$ cat src/hdl/lpl_pkg.sv
package lpl_pkg;

  localparam int MAX_WINDOW = 64;

  localparam int SAMPLE_W = 16;
  localparam int GAIN_W   = 16;
  localparam int CEIL_W   = 15;
  localparam int REL_W    = 16;
  localparam int WIN_W    = 7;
  localparam int CFG_W    = 16;
  localparam int IDX_W    = 2;
  localparam int FRAC_W   = 15;

  localparam logic [GAIN_W-1:0] UNITY = GAIN_W'(32768);

  // effective window length, 1..MAX_WINDOW
  localparam int WEFF_W = $clog2(MAX_WINDOW + 1);

  // scan must outlast both the min/tap chains and the divider
  localparam int SCAN_CYCLES = (MAX_WINDOW > FRAC_W + 1) ? MAX_WINDOW : FRAC_W + 1;
  localparam int SCAN_W      = $clog2(SCAN_CYCLES);

  localparam int DIV_STEPS = FRAC_W;
  localparam int DIV_CNT_W = $clog2(DIV_STEPS + 1);

  localparam logic [IDX_W-1:0] REG_CEILING = IDX_W'(0);
  localparam logic [IDX_W-1:0] REG_RELEASE = IDX_W'(1);
  localparam logic [IDX_W-1:0] REG_WINDOW  = IDX_W'(2);

  typedef enum logic [2:0] {
    ST_IDLE,
    ST_SCAN,
    ST_COMMIT,
    ST_MUL,
    ST_OUT
  } state_t;

  typedef struct packed {
    logic clear;   // ring clear on window write
    logic shift;   // commit: every cell takes its neighbor's entry
    logic active;  // cell lies inside the window
    logic tap;     // cell holds the oldest entry
  } cell_ctl_t;

  typedef struct packed {
    logic              busy;
    logic [GAIN_W-1:0] quot;
  } div_res_t;

endpackage

$ cat src/hdl/lpl_div.sv
module lpl_div (
  input  logic                                clk,
  input  logic                                rst_n,
  input  logic                                start,
  input  logic [lpl_pkg::CEIL_W-1:0]          ceil_val,
  input  logic [lpl_pkg::SAMPLE_W-1:0]        mag,
  output lpl_pkg::div_res_t                   res
);

  logic [lpl_pkg::DIV_CNT_W-1:0] cnt_r;
  logic [lpl_pkg::SAMPLE_W-1:0]  rem_r;
  logic [lpl_pkg::SAMPLE_W-1:0]  den_r;
  logic [lpl_pkg::FRAC_W-1:0]    quo_r;
  logic                          bypass_r;
  logic [lpl_pkg::SAMPLE_W:0]    rem2;
  logic                          fits;

  assign rem2 = {rem_r, 1'b0};
  assign fits = (rem2 >= {1'b0, den_r});

  always_ff @(posedge clk) begin
    if (!rst_n) begin
      cnt_r <= '0;
    end else if (start) begin
      cnt_r <= lpl_pkg::DIV_CNT_W'(lpl_pkg::DIV_STEPS);
    end else if (cnt_r != '0) begin
      cnt_r <= cnt_r - 1'b1;
    end
  end

  // restoring division of ceiling*2^15 by |x|, one quotient bit per cycle
  always_ff @(posedge clk) begin
    if (start) begin
      rem_r    <= {1'b0, ceil_val};
      den_r    <= mag;
      quo_r    <= '0;
      bypass_r <= (mag <= {1'b0, ceil_val});
    end else if (cnt_r != '0) begin
      if (fits) begin
        rem_r <= lpl_pkg::SAMPLE_W'(rem2 - {1'b0, den_r});
      end else begin
        rem_r <= rem2[lpl_pkg::SAMPLE_W-1:0];
      end
      quo_r <= {quo_r[lpl_pkg::FRAC_W-2:0], fits};
    end
  end

  assign res.busy = (cnt_r != '0);
  assign res.quot = bypass_r ? lpl_pkg::UNITY : {1'b0, quo_r};

endmodule

$ cat config.mk
export PLATFORM = sky130hd
export DESIGN_NAME = lpl_div
export DESIGN_NICKNAME = d
export VERILOG_FILES = /design/src/hdl/lpl_pkg.sv /design/src/hdl/lpl_div.sv
export SDC_FILE = /design/constraint.sdc
export NUM_CORES = 1
export LEC_CHECK = 0
export ABC_AREA = 1
export BUFFER_PORTS_ARGS = -buffer_cell sky130_fd_sc_hd__buf_4
export CAP_MARGIN = 20
export CORE_MARGIN = 2
export CORE_UTILIZATION = 52
export CTS_CLUSTER_DIAMETER = 50
export DETAILED_ROUTE_END_ITERATION = 8
export PLACE_DENSITY = 0.8
export SKIP_CTS_REPAIR_TIMING = 1
export SYNTH_ARGS = -nofsm -noshare
export SYNTH_HDL_FRONTEND = slang
export SYNTH_SLANG_ARGS = --single-unit
$ cat constraint.sdc
create_clock -name clk -period 2.1 [get_ports clk]
set_clock_uncertainty 0.1 [all_clocks]
set_input_delay 0.21 -clock clk [delete_from_list [all_inputs] [get_ports clk]]
set_output_delay 0.21 -clock clk [all_outputs]
set_load 0.005 [all_outputs]
# == Yosys cells after proc, flatten, opt, wreduce, memory -nomap -nowiden ==
# Cells that the tools add are included.
# totals
ff_bits,52
inputBits,34
out_inout_bits,17
elab_cells,18
# op_classes
add_sub_neg,2
n_lt_le_gt_ge,2
n_mux,6
reduce_logical,2
# op_table
cell,n
2-to-1 mux 16 bit,2
2-to-1 mux 15 bit,2
>= comparator 17 x 16 -> 1 bit,1
less-or-equal comparator 16 x 15 -> 1 bit,1
subtractor 16 bit,1
2-to-1 mux 4 bit,2
nonzero test 4 bit,1
"subtractor 4 x 1 -> 4 bit, second input constant",1
nonzero test 2 bit,1

# == Logic depth before layout (Yosys ltp) ==
# Gate-level depths: netlist of the first run.
# logic_depth
depth_word,4
mapped_depth,16

# == Worst setup path before layout of the first run ==
# OpenSTA, ideal clock, no wires.
# synth_path
kind,register to register
from,reg rem_r[0] in the netlist's numbering
to,"reg rem_r[13] in the netlist's numbering, data pin"
setup_time_ns,0.257
t_arrival_ns,1.682
required_time_ns,1.743
path_slack_ns,0.061
path_stages_with_launch,11
period_less_slack_ns,2.039
path_cell_list,edfxtp_1 -> ha_1 -> ha_1 -> nand3_2 -> nor3_4 -> nor2_4 -> nand2_4 -> buf_8 -> nand2_1 -> nand3_1 -> o21ai_2
# synth_via
elab_chain_cells,4
word_cells_on_any_way,5
# synth_rtl
element,line,source
"start, declared",lpl_div.sv:11,logic [lpl_pkg::SAMPLE_W-1:0] rem_r;
"start signal, assigned",lpl_div.sv:34,"rem_r <= {1'b0, ceil_val};"
"start signal, assigned",lpl_div.sv:40,"rem_r <= lpl_pkg::SAMPLE_W'(rem2 - {1'b0, den_r});"
"start signal, assigned",lpl_div.sv:42,rem_r <= rem2[lpl_pkg::SAMPLE_W-1:0];
subtractor 16 bit / >= comparator 17 x 16 -> 1 bit (equally long branches),"lpl_div.sv:40, lpl_div.sv:19",
2-to-1 mux 16 bit *,lpl_div.sv:39,if (fits) begin
2-to-1 mux 15 bit *,lpl_div.sv:38,end else if (cnt_r != '0) begin
2-to-1 mux 15 bit *,lpl_div.sv:33,if (start) begin
# Every way passes the cells marked *; elsewhere a longest branch is shown, timed or not. The select of a mux whose other input is x is not followed.
# A chain may end at the register's enable or synchronous reset.

# == Worst setup path after layout of the first run ==
# layout_path
from,reg rem_r[8] in the netlist's numbering
to,"reg rem_r[13] in the netlist's numbering, data pin"
# Same word-level chain as after synthesis.

==> impl_metrics.toml, run 1 <==
[drt]
drc = 0
viasPerCell = 5.57
wl_um = 11800
vias = 3848
ant_nets = 0
drt_pass1_iterations = 5
wl_per_cell_um = 17.1
drt_iter0_markers = 464

[critical_path]
crit_path_end_kind = "flop"
cp_max_fo = 3
path_class = "flop to flop"
crit_required_ps = 2070
cp_data_arrival_time_ps = 2260
critPathLaunchType = "flop"

[run_status]
violations = "setup timing"
outcome = "finished, violations left"

[clocking]
clk_path_buf_depth = 2
insertion_delay_ps = 310
cts_made_buffers = 5
clkSinkCount = 52
cts_max_level = 2
cts_tree = "done"
ctsRootBufferMaster = "clkbuf_8"
cts.reportedPaths.clkPinSlew_ps = 100

[grt]
grt.overflow.total = 0
grt_max_degree = 29
antenna_found_initial = 0
grt_pass1_wl_um = 15000
grt_pass1_vias = 3364
grtUsageTotal_pct = 24.4

[floorplanning]
die_h_um = 87.7
dieArea_um2 = 7690
core_area_um2 = 6790
io_pins = 51
initial_utilization_pct = 53.6
die_w_um = 87.7
rows = 30

[pwr]
peakVddDrop_mv = 0.532
leakagePower_nw = 2.49
powerDensity_nw_per_um2 = 1260
clockPowerShare_pct = 9.3
intPower_mw = 3.50
p_sw_share_pct = 46.1
p_sw_mw = 3.00
seqPwrFrac_pct = 23.7
pwr-share-comb_pct = 67.0

[timing]
fmax_mhz = 436
slew_headroom_pct = 67.5
period_share_pct = 109
finalHoldViolCount = 0
period_minus_slack_ps = 2290
worst_pin_slew_ps = 487
setup_viol = 16
fin_ws_ps = -193
rsz0062_at_grt = "yes"
slew_violations = 0

[cells_and_area]
stdcell_area_um2 = 5140
stdcell_count = 691
regArea_um2 = 1360
fill_cells = 409
drive_gt1_share_pct = 32.8
antenna_cells = 0
synthToLayoutAreaGrowth_pct = 41.1
multi_input_area_um2 = 2240
final_nets = 662

[synthesis]
synthArstFlopShare_pct = 0
synthCells = 479
yosysWarnings = 0
synth_cell_types = 39
post-synth-top-area-cell = "edfxtp_1"
synth_top_area_share_pct = 26.4
netlist_area_um2 = 3640
synth.net_count = 547
ys.flop_type = "edfxtp_1"
ys_ff_latch = 52
syn-mean-instance-area_um2 = 7.61
synth_edf_count = 32
synthTopCellsByArea = "edfxtp_1 (26%), nand2_1 (12%), ha_1 (11%)"
seq_area_frac_synth_pct = 37.3

[placement]
dpl_cell_area_um2 = 4330
routabilityCongestion = 0.956
place_inst = 648
dp_hpwl_um = 6910
io_buffers = 50

[flow_run]
cap_violations = 0

[min_path]
hold_class = "primary input to flop"
## metrics by stage
step / hold WS (ps) / util (%) / setup WS (ps) / total power [mW] / setup TNS [ps]
floorplan: 209 / - / 60.8 / 3.48 / 0
global placement: 300 / 63.7 / -32.0 / 4.33 / -232
detailed placement: 300 / 63.7 / -90.9 / 4.43 / -1030
CTS: -22.9 / 65.0 / -110 / 5.06 / -1220
global route: 6.05 / 75.7 / -250 / 6.83 / -3010
finish: 15.1 / 75.7 / -193 / 6.50 / -1770
## area by class of cell
cell class | instances | area share, %
well taps | 96 | 2.34
multi-input cells | 320 | 43.6
repair buffers | 118 | 18.8
flip-flops and latches | 52 | 26.5
clock buffers | 6 | 1.41
inverters | 97 | 7.08
clock inverters | 2 | 0.341
## state kept, by name, indices dropped and copies added, names as in the netlist
signal,flops
den_r,16
rem_r,16
quo_r,15
cnt_r,4
bypass_r,1
## metal layers
layer / vias up / share of wire [%] / GRT usage, %
met5: - / 0 / 0
met4: 0 / 4.8 / 6.71
met3: 61 / 7.9 / 3.11
met2: 225 / 50 / 43.0
met1: 1790 / 37 / 31.5
li1: 1772 / - / -
## power by group through the flow
| stage | clock network [mW] | logic, mW | registers (mW) |
|---|---|---|---|
| after CTS | 0.597 | 3.00 | 1.46 |
| after global placement | 0 | 2.86 | 1.47 |
| after detailed placement | 0 | 2.95 | 1.48 |
| final | 0.604 | 4.36 | 1.54 |
| after floorplan | 0 | 2.04 | 1.44 |
| after global routing | 0.651 | 4.63 | 1.56 |
## critical path, cell delays in order (launching register included)
cell	delay [ps]
edfxtp_1	460
ha_4	320
buf_4	120
nand2_1	120
nor2_2	230
and2_1	190
nand2_1	90
nand2_1	120
nand2_1	60
nand2_1	80
nand2_2	60
nand3_2	60
o21ai_2	50
## cells in the final DEF, fill, tap and decap left out, types with 4 or more instances in the layout
cell type	Yosys	layout
a21oi_1	19	16
buf_4	4	96
buf_6	0	5
clkbuf_8	0	5
dfxtp_1	20	20
dlygate4sd3_1	0	15
edfxtp_1	32	32
ha_1	33	18
ha_4	0	15
inv_1	93	86
inv_2	3	10
nand2_1	116	96
nand2_2	4	20
nand2_4	1	5
nand3_1	31	22
nand3_2	7	14
nand3b_1	5	5
nor2_1	36	32
nor2_2	3	4
nor2_4	1	4
o21ai_0	12	9
o21ai_1	4	7
o22ai_1	15	15
xnor2_1	7	7
## synthesized netlist by cell type, types with 2 or more instances
master	count
buf_4	4
edfxtp_1	32
ha_1	33
inv_2	3
xnor2_1	7
nand3_2	7
nor3_1	3
nand4_1	3
buf_2	4
nand2_2	4
nor3b_1	2
nand3b_1	5
nor3_4	2
nor2_2	3
nand2_1	116
nand3_1	31
nor2_1	36
dfxtp_1	20
clkbuf_1	3
o21ai_1	4
inv_1	93
o22ai_1	15
a21oi_1	19
a21o_1	2
o21ai_2	3
o21ai_0	12
## path summary, 6_finish.rpt
| check | startpoint | end | slack, ps | cells after the start |
|---|---|---|---|---|
| worst min register to register | quo_r[14]$_SDFFE_PP0P_ | quo_r[14]$_SDFFE_PP0P_ | 390 | 2 |
| worst max register to register | rem_r[8]$_DFFE_PP_ | rem_r[13]$_DFFE_PP_ | -190 | 12 |
| worst max-delay path | rem_r[8]$_DFFE_PP_ | rem_r[13]$_DFFE_PP_ | -190 | 12 |
| worst min-delay path | mag[15] | den_r[15]$_DFFE_PP_ | 20 | 1 |
## cell families after synthesis
family | synth area share (%)
AO/OA/AOI/OAI | 9.34
XOR/XNOR | 1.92
adder cells (fa/ha/maj) | 11.9
buffers and inverters | 12.1
flip-flops | 37.3
AND/OR/NAND/NOR | 27.4
No activity file was read; power rests on OpenSTA's default activity.
==> inputs of run 2 (changes only) <==
Settings changed: ABC_AREA 1 to 0, PLACE_DENSITY 0.8 to 0.81.
==> impl_metrics.toml, run 2 <==
[timing]
setup_viol = 17
hold_ws_ps = 6.18
period_minus_slack_ps = 2570
fin_ws_ps = -467
finalHoldViolCount = 0
slew_headroom_pct = 61.3
fmax_mhz = 390
rsz0062_at_grt = "yes"
period_share_pct = 122
slew_violations = 0
worst_pin_slew_ps = 573

[cells_and_area]
drive_gt1_share_pct = 28.0
regArea_um2 = 1360
final_core_util_pct = 72.6
fill_cells = 489
antenna_cells = 0
synthToLayoutAreaGrowth_pct = 33.8
reg_top3 = "den_r x16, rem_r x16, quo_r x15"
final_nets = 559
multi_input_area_um2 = 1970
final_common_cell = "buf_4"
final_cell_mix = "buf_4 (108), nand2_1 (46), inv_1 (34), a21oi_1 (32), edfxtp_1 (32)"

[floorplanning]
initial_utilization_pct = 54.3
die_w_um = 85.9
dieArea_um2 = 7370
die_h_um = 85.9
io_pins = 51
core_area_um2 = 6420
rows = 29

[drt]
wl_met1_um = 3570
wl_um = 8040
wl_met2_um = 4070
ant_nets = 0
highest_layer = "met4"
dr_wl_met3_um = 334
drc = 3
drt_pass1_iterations = 7
vias = 3031
wl_per_cell_um = 14.1
viasPerCell = 5.33
drt_iter0_markers = 148

[placement]
dp_hpwl_um = 6260
place_ws_ps = -448
io_buffers = 50
routabilityCongestion = 0.892

[synthesis]
netlist_area_um2 = 3480
seq_area_frac_synth_pct = 39.1
synth_edf_count = 32
yosys-top-cells-count = "nand2_1 (46), a21oi_1 (35), inv_1 (34)"
ys.flop_type = "edfxtp_1"
synthMuxAreaShare_pct = 3.73
synthArstFlopShare_pct = 0
synth_cell_types = 52
syn-mean-instance-area_um2 = 9.34
synth_compound_area_share_pct = 19.1
synth.most_common_cell = "nand2_1"
post-synth-top-area-cell = "edfxtp_1"
synth_top_family_by_area = "compound AO/OA/AOI/OAI gates"
synthSimpleGateAreaFrac_pct = 16.2
synthTopCellsByArea = "edfxtp_1 (28%), ha_1 (12%), dfxtp_1 (11%)"
ys_ff_latch = 52
yosysWarnings = 0
yosys.area_share.xor_xnor_pct = 3.52
synth_adder_area_share_pct = 12.4
synth_top_area_share_pct = 27.6
synthCells = 373
synth.net_count = 441

[critical_path]
critPathLaunchType = "flop"
crit_path_end_kind = "flop"
path_class = "flop to flop"
crit_required_ps = 2150
cp_data_arrival_time_ps = 2610
cp_max_fo = 3

[grt]
grt_pass1_wl_um = 13600
grt_pass1_vias = 3065
grt.overflow.total = 0
grtUsageTotal_pct = 22.7
antenna_found_initial = 0
grt_max_degree = 35

[pwr]
powerDensity_nw_per_um2 = 1160
leakagePower_nw = 2.10
peakVddDrop_mv = 0.664
power_mw = 5.42

[clocking]
cts.reportedPaths.clkPinSlew_ps = 100
cts_tree = "done"
cts_max_level = 2
cts_made_buffers = 5
ctsRootBufferMaster = "clkbuf_8"
insertion_delay_ps = 310
clk_path_buf_depth = 2
clkSinkCount = 52

[run_status]
violations = "DRC, setup timing"
outcome = "finished, violations left"

[flow_run]
cap_violations = 0

[min_path]
hold_class = "primary input to flop"
run 2: layout make-up:
class	count	share of cell area (%)
inverters	34	2.74
multi-input cells	271	42.2
clock buffers	5	1.48
flip-flops and latches	52	29.2
well taps	77	2.07
repair buffers	127	21.8
clock inverters	3	0.564
run 2: path summary, 6_finish.rpt:
check	slack, ps	from	depth (start not counted)	to
hold / removal	6	mag[15]	1	den_r[15]$_DFFE_PP_
setup reg to reg	-470	rem_r[9]$_DFFE_PP_	9	rem_r[13]$_DFFE_PP_
setup / recovery	-470	rem_r[9]$_DFFE_PP_	9	rem_r[13]$_DFFE_PP_
hold reg to reg	360	quo_r[14]$_SDFFE_PP0P_	2	quo_r[14]$_SDFFE_PP0P_
run 2: where the power goes:
part	switching, mW	leakage (nW)	internal [mW]	total, mW
Clock	0.364	0.0506	0.247	0.610
Combinational	1.58	1.56	1.74	3.32
Sequential	0.136	0.489	1.35	1.48
run 2: critical path: stages (launching register included):
cell and delay, ps:
edfxtp_1 460, ha_4 300, nand4_1 130, or3_1 340, a221o_1 320, a41oi_4 200, buf_4 170, buf_4 110
nand2b_1 90, o211ai_1 180
run 2: logic make-up after synthesis:
group	Yosys count
AO/OA/AOI/OAI	94
XOR/XNOR	14
adder cells (fa/ha/maj)	34
buffers and inverters	50
flip-flops	52
multiplexers	13
AND/OR/NAND/NOR	116
run 2: layer usage:
layer,global-route usage (%),vias up
met5,0,-
met4,5.48,0
met3,3.27,8
met2,39.4,62
met1,29.8,1414
li1,-,1547
run 2: through the flow:
| stage | setup TNS, ps | instances | instance area (um2) |
|---|---|---|---|
| after floorplan | -5800 | 373 | 3490 |
| after global placement | -6000 | 544 | 4340 |
| after detailed placement | -6750 | 544 | 4340 |
| after CTS | -7090 | 552 | 4430 |
| after global routing | -8440 | 569 | 4660 |
| final | -6540 | 569 | 4660 |
