<file path="config.mk">
export PLATFORM = sky130hd
export DESIGN_NAME = lpl_cell
export DESIGN_NICKNAME = d
export VERILOG_FILES = /design/src/hdl/lpl_pkg.sv /design/src/hdl/lpl_cell.sv
export SDC_FILE = /design/constraint.sdc
export NUM_CORES = 1
export LEC_CHECK = 0
export BUFFER_PORTS_ARGS = -buffer_cell sky130_fd_sc_hd__buf_2
export CAP_MARGIN = 30
export CORE_UTILIZATION = 38
export CTS_CLUSTER_SIZE = 12
export DETAILED_ROUTE_END_ITERATION = 10
export PLACE_DENSITY = 0.67
export SYNTH_ARGS = -nofsm -noshare
export SYNTH_HDL_FRONTEND = slang
export SYNTH_SLANG_ARGS = --single-unit
</file>
<file path="constraint.sdc">
create_clock -name clk -period 2.55 [get_ports clk]
set_input_delay 0.255 -clock clk [delete_from_list [all_inputs] [get_ports clk]]
set_output_delay 0.255 -clock clk [all_outputs]
set_load 0.02 [all_outputs]
</file>
<file path="src/hdl/lpl_pkg.sv">
package lpl_pkg;

  localparam int MAX_WINDOW = 64;

  localparam int SAMPLE_W = 16;
  localparam int GAIN_W   = 16;
  localparam int CEIL_W   = 15;
  localparam int REL_W    = 16;
  localparam int WIN_W    = 7;
  localparam int CFG_W    = 16;
  localparam int IDX_W    = 2;
  localparam int FRAC_W   = 15;

  localparam logic [GAIN_W-1:0] UNITY = GAIN_W'(32768);

  // effective window length, 1..MAX_WINDOW
  localparam int WEFF_W = $clog2(MAX_WINDOW + 1);

  // scan must outlast both the min/tap chains and the divider
  localparam int SCAN_CYCLES = (MAX_WINDOW > FRAC_W + 1) ? MAX_WINDOW : FRAC_W + 1;
  localparam int SCAN_W      = $clog2(SCAN_CYCLES);

  localparam int DIV_STEPS = FRAC_W;
  localparam int DIV_CNT_W = $clog2(DIV_STEPS + 1);

  localparam logic [IDX_W-1:0] REG_CEILING = IDX_W'(0);
  localparam logic [IDX_W-1:0] REG_RELEASE = IDX_W'(1);
  localparam logic [IDX_W-1:0] REG_WINDOW  = IDX_W'(2);

  typedef enum logic [2:0] {
    ST_IDLE,
    ST_SCAN,
    ST_COMMIT,
    ST_MUL,
    ST_OUT
  } state_t;

  typedef struct packed {
    logic clear;   // ring clear on window write
    logic shift;   // commit: every cell takes its neighbor's entry
    logic active;  // cell lies inside the window
    logic tap;     // cell holds the oldest entry
  } cell_ctl_t;

  typedef struct packed {
    logic              busy;
    logic [GAIN_W-1:0] quot;
  } div_res_t;

endpackage

</file>
<file path="src/hdl/lpl_cell.sv">
module lpl_cell (
  input  logic                                clk,
  input  logic                                rst_n,
  input  lpl_pkg::cell_ctl_t                  ctl,
  input  logic signed [lpl_pkg::SAMPLE_W-1:0] sample_prev,
  input  logic        [lpl_pkg::GAIN_W-1:0]   gain_prev,
  input  logic        [lpl_pkg::GAIN_W-1:0]   min_prev,
  input  logic signed [lpl_pkg::SAMPLE_W-1:0] pick_prev,
  output logic signed [lpl_pkg::SAMPLE_W-1:0] sample_o,
  output logic        [lpl_pkg::GAIN_W-1:0]   gain_o,
  output logic        [lpl_pkg::GAIN_W-1:0]   min_o,
  output logic signed [lpl_pkg::SAMPLE_W-1:0] pick_o
);

  logic signed [lpl_pkg::SAMPLE_W-1:0] sample_r;
  logic        [lpl_pkg::GAIN_W-1:0]   gain_r;
  logic        [lpl_pkg::GAIN_W-1:0]   min_r;
  logic signed [lpl_pkg::SAMPLE_W-1:0] pick_r;

  always_ff @(posedge clk) begin
    if (!rst_n || ctl.clear) begin
      sample_r <= '0;
      gain_r   <= lpl_pkg::UNITY;
    end else if (ctl.shift) begin
      sample_r <= sample_prev;
      gain_r   <= gain_prev;
    end
  end

  // free-running chains: running min and oldest-sample pick move one cell per cycle
  always_ff @(posedge clk) begin
    min_r  <= (ctl.active && (gain_r < min_prev)) ? gain_r : min_prev;
    pick_r <= ctl.tap ? sample_r : pick_prev;
  end

  assign sample_o = sample_r;
  assign gain_o   = gain_r;
  assign min_o    = min_r;
  assign pick_o   = pick_r;

endmodule

</file>
Yosys cells after proc, flatten, opt, wreduce, memory -nomap -nowiden
Index checks and enable logic that the tools add are counted.

storage, ports and cells
  register bits after elaboration = 64
  input bits = 70
  output and inout bits = 64

operators by class
  magnitude comparators = 1
  mux-type cells = 2
  reduce and logical (&&, ||, !) cells = 3

operators with widths
  cell                         number
  16-bit two-way mux           2
  16-bit less-than comparator  1
  1-bit logical AND            1
  1-bit logical NOT            1
  1-bit logical OR             1

Logic depth before layout (Yosys ltp)
Gate-level depths: netlist of run 1.

  word-level depth = 3
  gate-level depth with buffers = 8
  mapped depth without buffers = 7

Worst setup path after synthesis of run 1
No wires, ideal clock.

  path type = register to register
  from = register gain_r (netlist bit gain_o[7])
  to = register min_r (netlist bit min_o[10])
  library setup time = 121 ps
  arrival time = 1,882 ps
  required time = 2,429 ps
  setup slack = 546 ps
  cell stages (with the launch flop) = 8
  path buffers = 1
  clock period less this slack = 2,004 ps
  cell sequence = dfxtp_1 -> ha_1 -> a41oi_1 -> o21ai_0 -> a22oi_1 -> nand3_4 -> buf_6 -> mux2_4

between the ends
  longest elaborated chain between the ends = 3

ends and longest elaborated chain
  element                      line            source
  from (decl)                  lpl_cell.sv:16  logic [lpl_pkg::GAIN_W-1:0] gain_r;
  from (signal assigned)       lpl_cell.sv:23  gain_r <= lpl_pkg::UNITY;
  from (signal assigned)       lpl_cell.sv:26  gain_r <= gain_prev;
  16-bit less-than comparator  lpl_cell.sv:32  min_r <= (ctl.active && (gain_r < min_prev)) ? gain_r : min_prev;
  1-bit logical AND            lpl_cell.sv:32
  16-bit two-way mux           lpl_cell.sv:32
  to (signal assigned)         lpl_cell.sv:32
  to (decl)                    lpl_cell.sv:17  logic [lpl_pkg::GAIN_W-1:0] min_r;

No other way between the ends.
A chain may end at the register's enable or synchronous reset.

Final worst setup path of run 1
  from = register gain_r (netlist bit gain_o[7])
  to = register min_r (netlist bit min_o[7])

between the ends
  longest elaborated chain between the ends = 3

ends and longest elaborated chain
  element                      line
  16-bit less-than comparator  lpl_cell.sv:32
  1-bit logical AND            lpl_cell.sv:32
  16-bit two-way mux (*)       lpl_cell.sv:32

Every way passes the cells marked *; elsewhere a longest branch is shown, timed or not.

==> metrics, run 1 <==
crit path time final 2090 ps; DRT antenna net count 0; CTS sink count 64; PwrDens 671 nW/um2; area grow syn2layout 36.9%; DR pass1 iterations 7; DRC viols 9; yosys warns 0; largest net degree at the start of global routing 34; Detailed Route WL 5.92 mm; share of the synthesized area in the top cell type 49.1%; Placer Congestion 0.713; multiplexer share of the synthesized area 27.1%; xor and xnor area share after synthesis 0%; CTS HTree Levels 3; Final Hold Fails 0; largest family of logic cells by synthesized area multiplexers; crit path DAT 2320 ps; Worst slew margin 46.9%; capture point of the worst reg-to-reg path min_o[7]; Worst VDD drop 0.000456 V; Synth Area in Compound Gates 3.55%; Initial Util 40.2%; CP startpoint kind flop; Port Buffers 133; WL/cell 13.3 um; critical path cell sequence ha_1 -> a41oi_1 -> o21ai_0 -> a22oi_1 -> nand3_4 -> mux2_4; Worst-path clk slew 70 ps; nets 448; Setup Crit Path Kind reg2reg; WP data required 2780 ps; Worst-Skew Late Latency 340 ps; Critical Path Fanout Max 16; postcts setup bufs 0; Clock Skews 8.72 ps; Worst Max-Slew Pin Slew 796 ps; CTS tree yes; most frequent cell after synthesis dfxtp_1; Die Area 7200 um2; max cap viols 0; Die Y 84.9 um; Unique masters post-synth 27; hold path depth 2; CTS Hold Bufs 0; vias post-DR 2028; row count 29; critical path's slowest cell dfxtp_1; CP max stage delay 390 ps; worst r2r path cells 6; nature of the critical path endpoint flop; gr usage total 16.9%; clk root buf clkbuf_8; Critical R2R Launch gain_o[7]; I/O pins 134; status finished, violations left; FF+latch count, synth 64; Iteration-0 DRC Markers 55; final core utilization 55.0%; final total negative setup slack 0 ps; Synth Area in Adders 7.19%; Lkg Pwr 1.91 nW; R2R Setup Slk 460 ps; Worst Hold Class in2reg; max-slew violation count 0; post-synth top area cell dfxtp_1; hold endpoint gain_o[15]; async set-reset flop share out of synthesis 0%; RSZ-0062 raised after global routing false; synth top area cells dfxtp_1 (49%), mux2i_1 (12%), mux2_2 (9.5%), ha_1 (7.2%), mux2_4 (5.8%); antenna diode count 0; failing checks design-rule violations; initial antenna violation count 0; share of layout cells above drive strength 1 50.5%; drt via density 4.56; Avg Cell Area, Syn 11.5 um2; Core ar. 6490 um2; Synth Area in Simple Gates 8.82%; gr ovfl total 0; DP HPWL 4.45 mm; Synth top cells by count dfxtp_1 (64), nor2_1 (32), mux2i_1 (31), mux2_2 (22), inv_1 (16); global-route wire length before repair 9.34 mm; Post-Synthesis Cells 227; Post-synth EDFFs 0; cts bufs inserted 9; Hold Crit Start gain_prev[15]; vias in the first global route 1963; Post-Syn Area 2610 um2; final setup fails 0; Post-CTS Resized 0; crit share post-route 82.1%; FILL cells 587; Clock Tree Buf Depth 2; ys flop type dfxtp_1; Die W 84.9 um; f_max 478 MHz; fraction of the yosys area taken by sequential cells 49.1%; Syn Nets 312; worst hold margin 129 ps
-- registers in the layout, summed over array words and instances, names as in the netlist --
| name | cells |
|---|---|
| gain_o | 16 |
| min_o | 16 |
| pick_o | 16 |
| sample_o | 16 |
-- kinds of logic after synthesis --
kind of cell             Yosys count
flip-flops                        64
multiplexers                      63
AND/OR/NAND/NOR                   47
buffers and inverters             26
adder cells (fa/ha/maj)           15
AO/OA/AOI/OAI                     12
-- layout make-up --
cell class | count | area, um2 | area share [%]
Multi-Input combinational cell | 137 | 1220 | 34.1
Clock buffer | 11 | 141 | 3.96
Tap cell | 77 | 96.3 | 2.70
Clock inverter | 5 | 80.1 | 2.24
Sequential cell | 64 | 1280 | 35.9
Timing Repair Buffer | 135 | 693 | 19.4
Inverter | 16 | 60.1 | 1.68
-- worst max-delay path, delay by kind of cell (launching register included) --
| family | cells | cell delay (ps) |
|---|---|---|
| simple gates | 1 | 310 |
| compound gates | 3 | 600 |
| fa+ha+maj | 1 | 280 |
| mux | 1 | 390 |
| flops | 1 | 390 |
-- per-stage QoR --
stage	cell area [um2]	setup WS (ps)	cells	total power [W]
5_1_grt	3570	316	445	0.00250
4_1_cts	3550	459	444	0.00242
6_report	3570	458	445	0.00240
3_5_place_dp	3330	401	428	0.00145
3_3_place_gp	3330	473	428	0.00145
2_1_floorplan	2610	546	227	0.00132
-- layout by cell type (no fill, tap or decap), types with 4 or more instances in the layout --
cell type | Yosys | layout
o21ai_0 | 4 | 4
nand2_1 | 5 | 5
nor2_1 | 32 | 32
a21oi_1 | 4 | 4
mux2_4 | 10 | 10
mux2i_1 | 31 | 31
clkbuf_8 | 0 | 10
ha_1 | 15 | 15
buf_2 | 3 | 133
dfxtp_1 | 64 | 64
inv_1 | 16 | 16
mux2_2 | 22 | 22
-- report_power, final --
part           leakage, nW  switching, W  internal [W]
Sequential           0.529     0.0000227       0.00105
Combinational         1.28      0.000184      0.000168
Clock                0.106      0.000392      0.000576
Total                 1.91      0.000599       0.00180
-- layer usage --
metal  GRT usage (%)  wire, um  vias up
li1                -         -     1037
met1            19.1      2550      922
met2            29.0      2900       63
met3            6.23       390        6
met4            6.47        74        0
met5               0         0        -
-- worst max path at each step --
stage            startpoint        end  slack (ps)  cells past startpoint
6_report          gain_o[7]   min_o[7]         460                      6
5_1_grt          gain_o[15]   min_o[2]         320                      6
4_1_cts           gain_o[7]  min_o[11]         460                      6
3_5_place_dp    min_prev[7]   min_o[7]         400                      8
3_3_place_gp   min_prev[13]  min_o[15]         470                      8
2_1_floorplan     gain_o[7]  min_o[10]         550                      7
(Power assumes the default switching activity.)
==> run 2, diff against run 1 <==
- PLACE_DENSITY: 0.67 -> 0.7
- clock period: 2.55 -> 1.9 ns (I/O delays scaled with it)
==> metrics, run 2 (synthesis gave the netlist of run 1 again) <==
status finished, violations left (unchanged); failing checks design-rule violations (unchanged); DRT antenna net count 0 (unchanged); Worst-Skew Late Latency 330 ps (was 340 ps); max cap viols 0 (unchanged); I/O pins 134 (unchanged); gr usage total 16.9% (about the same); crit share post-route 96.8% (was 82.1%); Iteration-0 DRC Markers 50 (was 55); most frequent cells in the layout buf_2 (133), dfxtp_1 (54), nor2_1 (32), mux2i_1 (31) (was buf_2 (133), dfxtp_1 (64), nor2_1 (32), mux2i_1 (31), mux2_2 (22)); critical path cell sequence ha_1 -> a41oi_1 -> o21ai_1 -> a22oi_2 -> nand3_4 -> buf_12 -> mux2_4 (was ha_1 -> a41oi_1 -> o21ai_0 -> a22oi_1 -> nand3_4 -> mux2_4); Detailed Route WL 6.02 mm (was 5.92 mm); Clock Tree Buf Depth 2 (unchanged); Worst Max-Slew Pin Slew 581 ps (was 796 ps); RSZ-0062 raised after global routing true (was false); nets 457 (was 448); final total negative setup slack 0 ps (unchanged); Final Hold Fails 0 (unchanged); Worst-path clk slew 80 ps (was 70 ps); gr ovfl total 0 (unchanged); share of layout cells above drive strength 1 57.6% (was 50.5%); vias post-DR 2086 (was 2028); Worst slew margin 61.3% (was 46.9%); CTS tree yes (unchanged); Core ar. 6490 um2 (unchanged); DP HPWL 4.41 mm (was 4.45 mm); Lkg Pwr 2.03 nW (was 1.91 nW); final setup fails 0 (unchanged); clk root buf clkbuf_8 (unchanged); global-route wire length before repair 9.43 mm (was 9.34 mm); Buf/Inv on CP 1 (was 0); PwrDens 912 nW/um2 (was 671 nW/um2); Critical Path Fanout Max 7 (was 16); cts bufs inserted 9 (unchanged); critical path's slowest cell dfxtp_2 (was dfxtp_1); total power 0.00352 W (was 0.00240 W); WL/cell 13.3 um (about the same); nature of the critical path endpoint flop (unchanged); Initial Util 40.2% (unchanged); Setup Crit Path Kind reg2reg (unchanged); CTS HTree Levels 3 (unchanged); f_max 544 MHz (was 478 MHz); Die W 84.9 um (unchanged); CTS sink count 64 (unchanged); largest net degree at the start of global routing 19 (was 34); worst slack at placement -37.8 ps (was 401 ps); Die Y 84.9 um (unchanged); row count 29 (unchanged); area grow syn2layout 47.8% (was 36.9%); commonest non-fill, non-tap cell in the layout buf_2 (unchanged); final worst slack 61.5 ps (was 458 ps); WP data required 2120 ps (was 2780 ps); CP startpoint kind flop (unchanged); Worst VDD drop 0.000521 V (was 0.000456 V); crit path DAT 2060 ps (was 2320 ps); placed cells 437 (was 428); Port Buffers 133 (unchanged); Worst Hold Class in2reg (unchanged); Non-Filler Instances 454 (was 445); CP max stage delay 350 ps (was 390 ps); crit path time final 1840 ps (was 2090 ps); antenna diode count 0 (unchanged); DR pass1 iterations 8 (was 7); Placer Congestion 0.776 (was 0.713); drt via density 4.59 (was 4.56); vias in the first global route 2059 (was 1963); CP top delay family compound AO/OA/AOI/OAI gates (unchanged); max-slew violation count 0 (unchanged); initial antenna violation count 0 (unchanged); Die Area 7200 um2 (unchanged); Clock Skews 7.40 ps (was 8.72 ps); DRC viols 8 (was 9)
[run 2: final timing paths]
check / from / to / slack, ps / cells after the start
worst max-delay path: gain_o[5] / min_o[0] / 60 / 7
worst min-delay path: pick_prev[9] / pick_o[9] / 70 / 2
worst max register to register: gain_o[5] / min_o[0] / 60 / 7
worst min register to register: sample_o[1] / sample_o[1] / 510 / 2
[run 2: per-layer routing]
metal	global-route usage [%]	routed length, um
met3	4.67	323
met5	0	0
met1	19.9	2580
met4	6.47	94
met2	29.4	3020
[run 2: where the power goes]
group          leakage (nW)  internal (W)  switching, W
clock network         0.134       0.00101      0.000533
registers             0.533       0.00141     0.0000307
logic                  1.37      0.000260      0.000268
[run 2: area by class of cell]
type,count,area [um2]
clock inverter,7,143
inverter,16,60.1
clock buffer,9,124
fill,545,2640
multi-input combinational,137,1350
timing repair buffer,144,786
tap,77,96.3
sequential,64,1300
[run 2: stage by stage]
stage          area, um2  hold WS [ps]  util (%)
6_report            3860          74.7      59.4
5_1_grt             3860          52.7      59.4
4_1_cts             3750          58.4      57.7
2_1_floorplan       2630           308         -
3_3_place_gp        3450           415      53.1
3_5_place_dp        3450           418      53.1
[run 2: what timing repair did]
action,CTS,global route
hold buffers,0,0
pin swaps,3,3
buffers inserted,0,1
endpoints found under the setup margin,15,16
gates resized for setup,6,17
[run 2: worst register-to-register path: cells and delay by family (launching register included)]
kind	cells	cell delay, ps
mux	1	290
flops	1	350
buf+inv	1	160
fa+ha+maj	1	290
compound gates	3	510
simple gates	1	130
==> run 3, diff against run 2 <==
- BUFFER_PORTS_ARGS: -buffer_cell sky130_fd_sc_hd__buf_2 -> unset
- DONT_BUFFER_PORTS: unset -> 1
- PLACE_DENSITY: 0.7 -> 0.52
==> metrics, run 3 (synthesis gave the netlist of run 1 again) <==
Die Y 84.9 um (unchanged); placed cells 314 (was 437); Int Pwr 0.00228 W (was 0.00268 W); clk root buf clkbuf_8 (unchanged); area grow syn2layout 45.7% (was 47.8%); postcts setup bufs 0 (unchanged); Comb power frac 13.3% (was 15.0%); CTS sink count 64 (unchanged); gr ovfl total 0 (unchanged); Final Hold Fails 0 (unchanged); gr usage total 18.7% (was 16.9%); Detailed Route WL 6.35 mm (was 6.02 mm); Hold Crit Start gain_prev[7] (was pick_prev[9]); Clock Skews 10.2 ps (was 7.40 ps); critical path cell sequence ha_1 -> a41oi_1 -> o21ai_1 -> a22oi_1 -> nand3_4 -> buf_12 -> mux2_4 (was ha_1 -> a41oi_1 -> o21ai_1 -> a22oi_2 -> nand3_4 -> buf_12 -> mux2_4); DRC viols 8 (unchanged); crit path time final 1870 ps (was 1840 ps); CTS HTree Levels 3 (unchanged); worst r2r path cells 7 (unchanged); capture point of the worst reg-to-reg path min_o[8] (was min_o[0]); Port Buffers 0 (was 133); total power 0.00307 W (was 0.00352 W); most frequent cells in the layout dlygate4sd3_1 (65), dfxtp_1 (55), nor2_1 (32), mux2i_1 (31), buf_4 (18) (was buf_2 (133), dfxtp_1 (54), nor2_1 (32), mux2i_1 (31)); Iteration-0 DRC Markers 60 (was 50); share of layout cells above drive strength 1 28.3% (was 57.6%); vias in the first global route 2081 (was 2059); Non-Filler Instances 395 (was 454); nets 398 (was 457); largest net degree at the start of global routing 34 (was 19); CP Launch Point gain_o[7] (was gain_o[5]); Worst Hold Class in2reg (unchanged); DR pass1 iterations 8 (unchanged); commonest non-fill, non-tap cell in the layout dlygate4sd3_1 (was buf_2); vias post-DR 1942 (was 2086); Core ar. 6490 um2 (unchanged); initial antenna violation count 0 (unchanged); WL/cell 16.1 um (was 13.3 um); Initial Util 40.2% (unchanged); antenna diode count 0 (unchanged); f_max 536 MHz (was 544 MHz); CP max stage delay 320 ps (was 350 ps); I/O pins 134 (unchanged); DRT antenna net count 0 (unchanged); max cap viols 0 (unchanged); R2R Setup Slk 30 ps (was 60 ps); Clock power frac 36.7% (was 43.9%); worst hold margin 7.71 ps (was 74.7 ps); CP startpoint kind flop (unchanged); hold path depth 2 (unchanged); sequential power share 50.0% (was 41.1%); final setup fails 0 (unchanged); cts bufs inserted 9 (unchanged); Worst slew margin 63.9% (was 61.3%); Worst Max-Slew Pin Slew 541 ps (was 581 ps); Critical R2R Launch gain_o[7] (was gain_o[5]); Critical Path Fanout Max 9 (was 7); hold endpoint gain_o[7] (was pick_o[9]); DP HPWL 4.01 mm (was 4.41 mm); global-route wire length before repair 10.2 mm (was 9.43 mm); PwrDens 807 nW/um2 (was 912 nW/um2); Die W 84.9 um (unchanged); CTS tree yes (unchanged); sw frac 25.7% (was 23.7%); crit share post-route 98.2% (was 96.8%); final total negative setup slack 0 ps (unchanged); Placer Congestion 0.718 (was 0.776); drt via density 4.92 (was 4.59); Setup Crit Path Kind reg2reg (unchanged); max-slew violation count 0 (unchanged); failing checks design-rule violations (unchanged); status finished, violations left (unchanged); nature of the critical path endpoint flop (unchanged); Clock Tree Buf Depth 2 (unchanged); critical path's slowest cell dfxtp_2 (unchanged); Lkg Pwr 1.74 nW (was 2.03 nW); row count 29 (unchanged); Sw Pwr 0.000788 W (was 0.000832 W); Worst-Skew Late Latency 330 ps (about the same); Worst VDD drop 0.000478 V (was 0.000521 V); WP data required 2120 ps (about the same); RSZ-0062 raised after global routing true (unchanged); Die Area 7200 um2 (unchanged); crit path DAT 2080 ps (was 2060 ps); Worst-path clk slew 70 ps (was 80 ps)
-- run 3: routing by layer --
| metal | vias to the layer above | wire (um) | GRT usage (%) |
|---|---|---|---|
| met1 | 901 | 2640 | 21.9 |
| met4 | 0 | 161 | 10.0 |
| met2 | 83 | 3100 | 30.7 |
| met3 | 17 | 445 | 5.64 |
| met5 | - | 0 | 0 |
| li1 | 941 | - | - |
-- run 3: through the flow --
step	setup WS [ps]	instance area (um2)	util, %
floorplan	11.9	2630	-
global placement	-61.1	2850	43.9
detailed placement	-111	2850	43.9
CTS	11.9	3720	57.3
global route	-18.1	3800	58.5
finish	34.8	3800	58.5
-- run 3: worst max-delay path by stage --
stage,slack (ps),endpoint,cells past startpoint
after global placement,-60,min_o[1],7
after floorplan,10,min_o[10],7
after CTS,10,min_o[1],7
final,30,min_o[8],7
after global routing,-20,min_o[2],7
after detailed placement,-110,min_o[2],7
-- run 3: layout make-up --
type	count	area, um2
clock buffers	10	128
clock inverters	6	60.1
fillers	540	2690
inverters	16	60.1
multi-input cells	137	1340
flip-flops and latches	64	1290
well taps	77	96.3
repair buffers	85	826
-- run 3: timing repair --
action | CTS | global route
endpoints found under the setup margin | 16 | 16
gates cloned | 0 | 0
pin swaps | 3 | 3
endpoints found under the hold margin | 49 | 1
hold buffers | 64 | 1
gates resized for setup | 6 | 14
-- run 3: power groups by stage --
| stage | Sequential, W | Clock (W) | Combinational (W) |
|---|---|---|---|
| final | 0.00153 | 0.00113 | 0.000408 |
| after global routing | 0.00154 | 0.00124 | 0.000444 |
| after CTS | 0.00153 | 0.00117 | 0.000384 |
| after detailed placement | 0.00156 | 0 | 0.000263 |
| after global placement | 0.00156 | 0 | 0.000258 |
| after floorplan | 0.00157 | 0 | 0.000205 |
-- run 3: critical path, delay by kind of cell (launching register included) --
kind | cells | cell delay, ps
simple gates | 1 | 130
fa+ha+maj | 1 | 300
compound gates | 3 | 530
flops | 1 | 320
buf+inv | 1 | 170
mux | 1 | 290
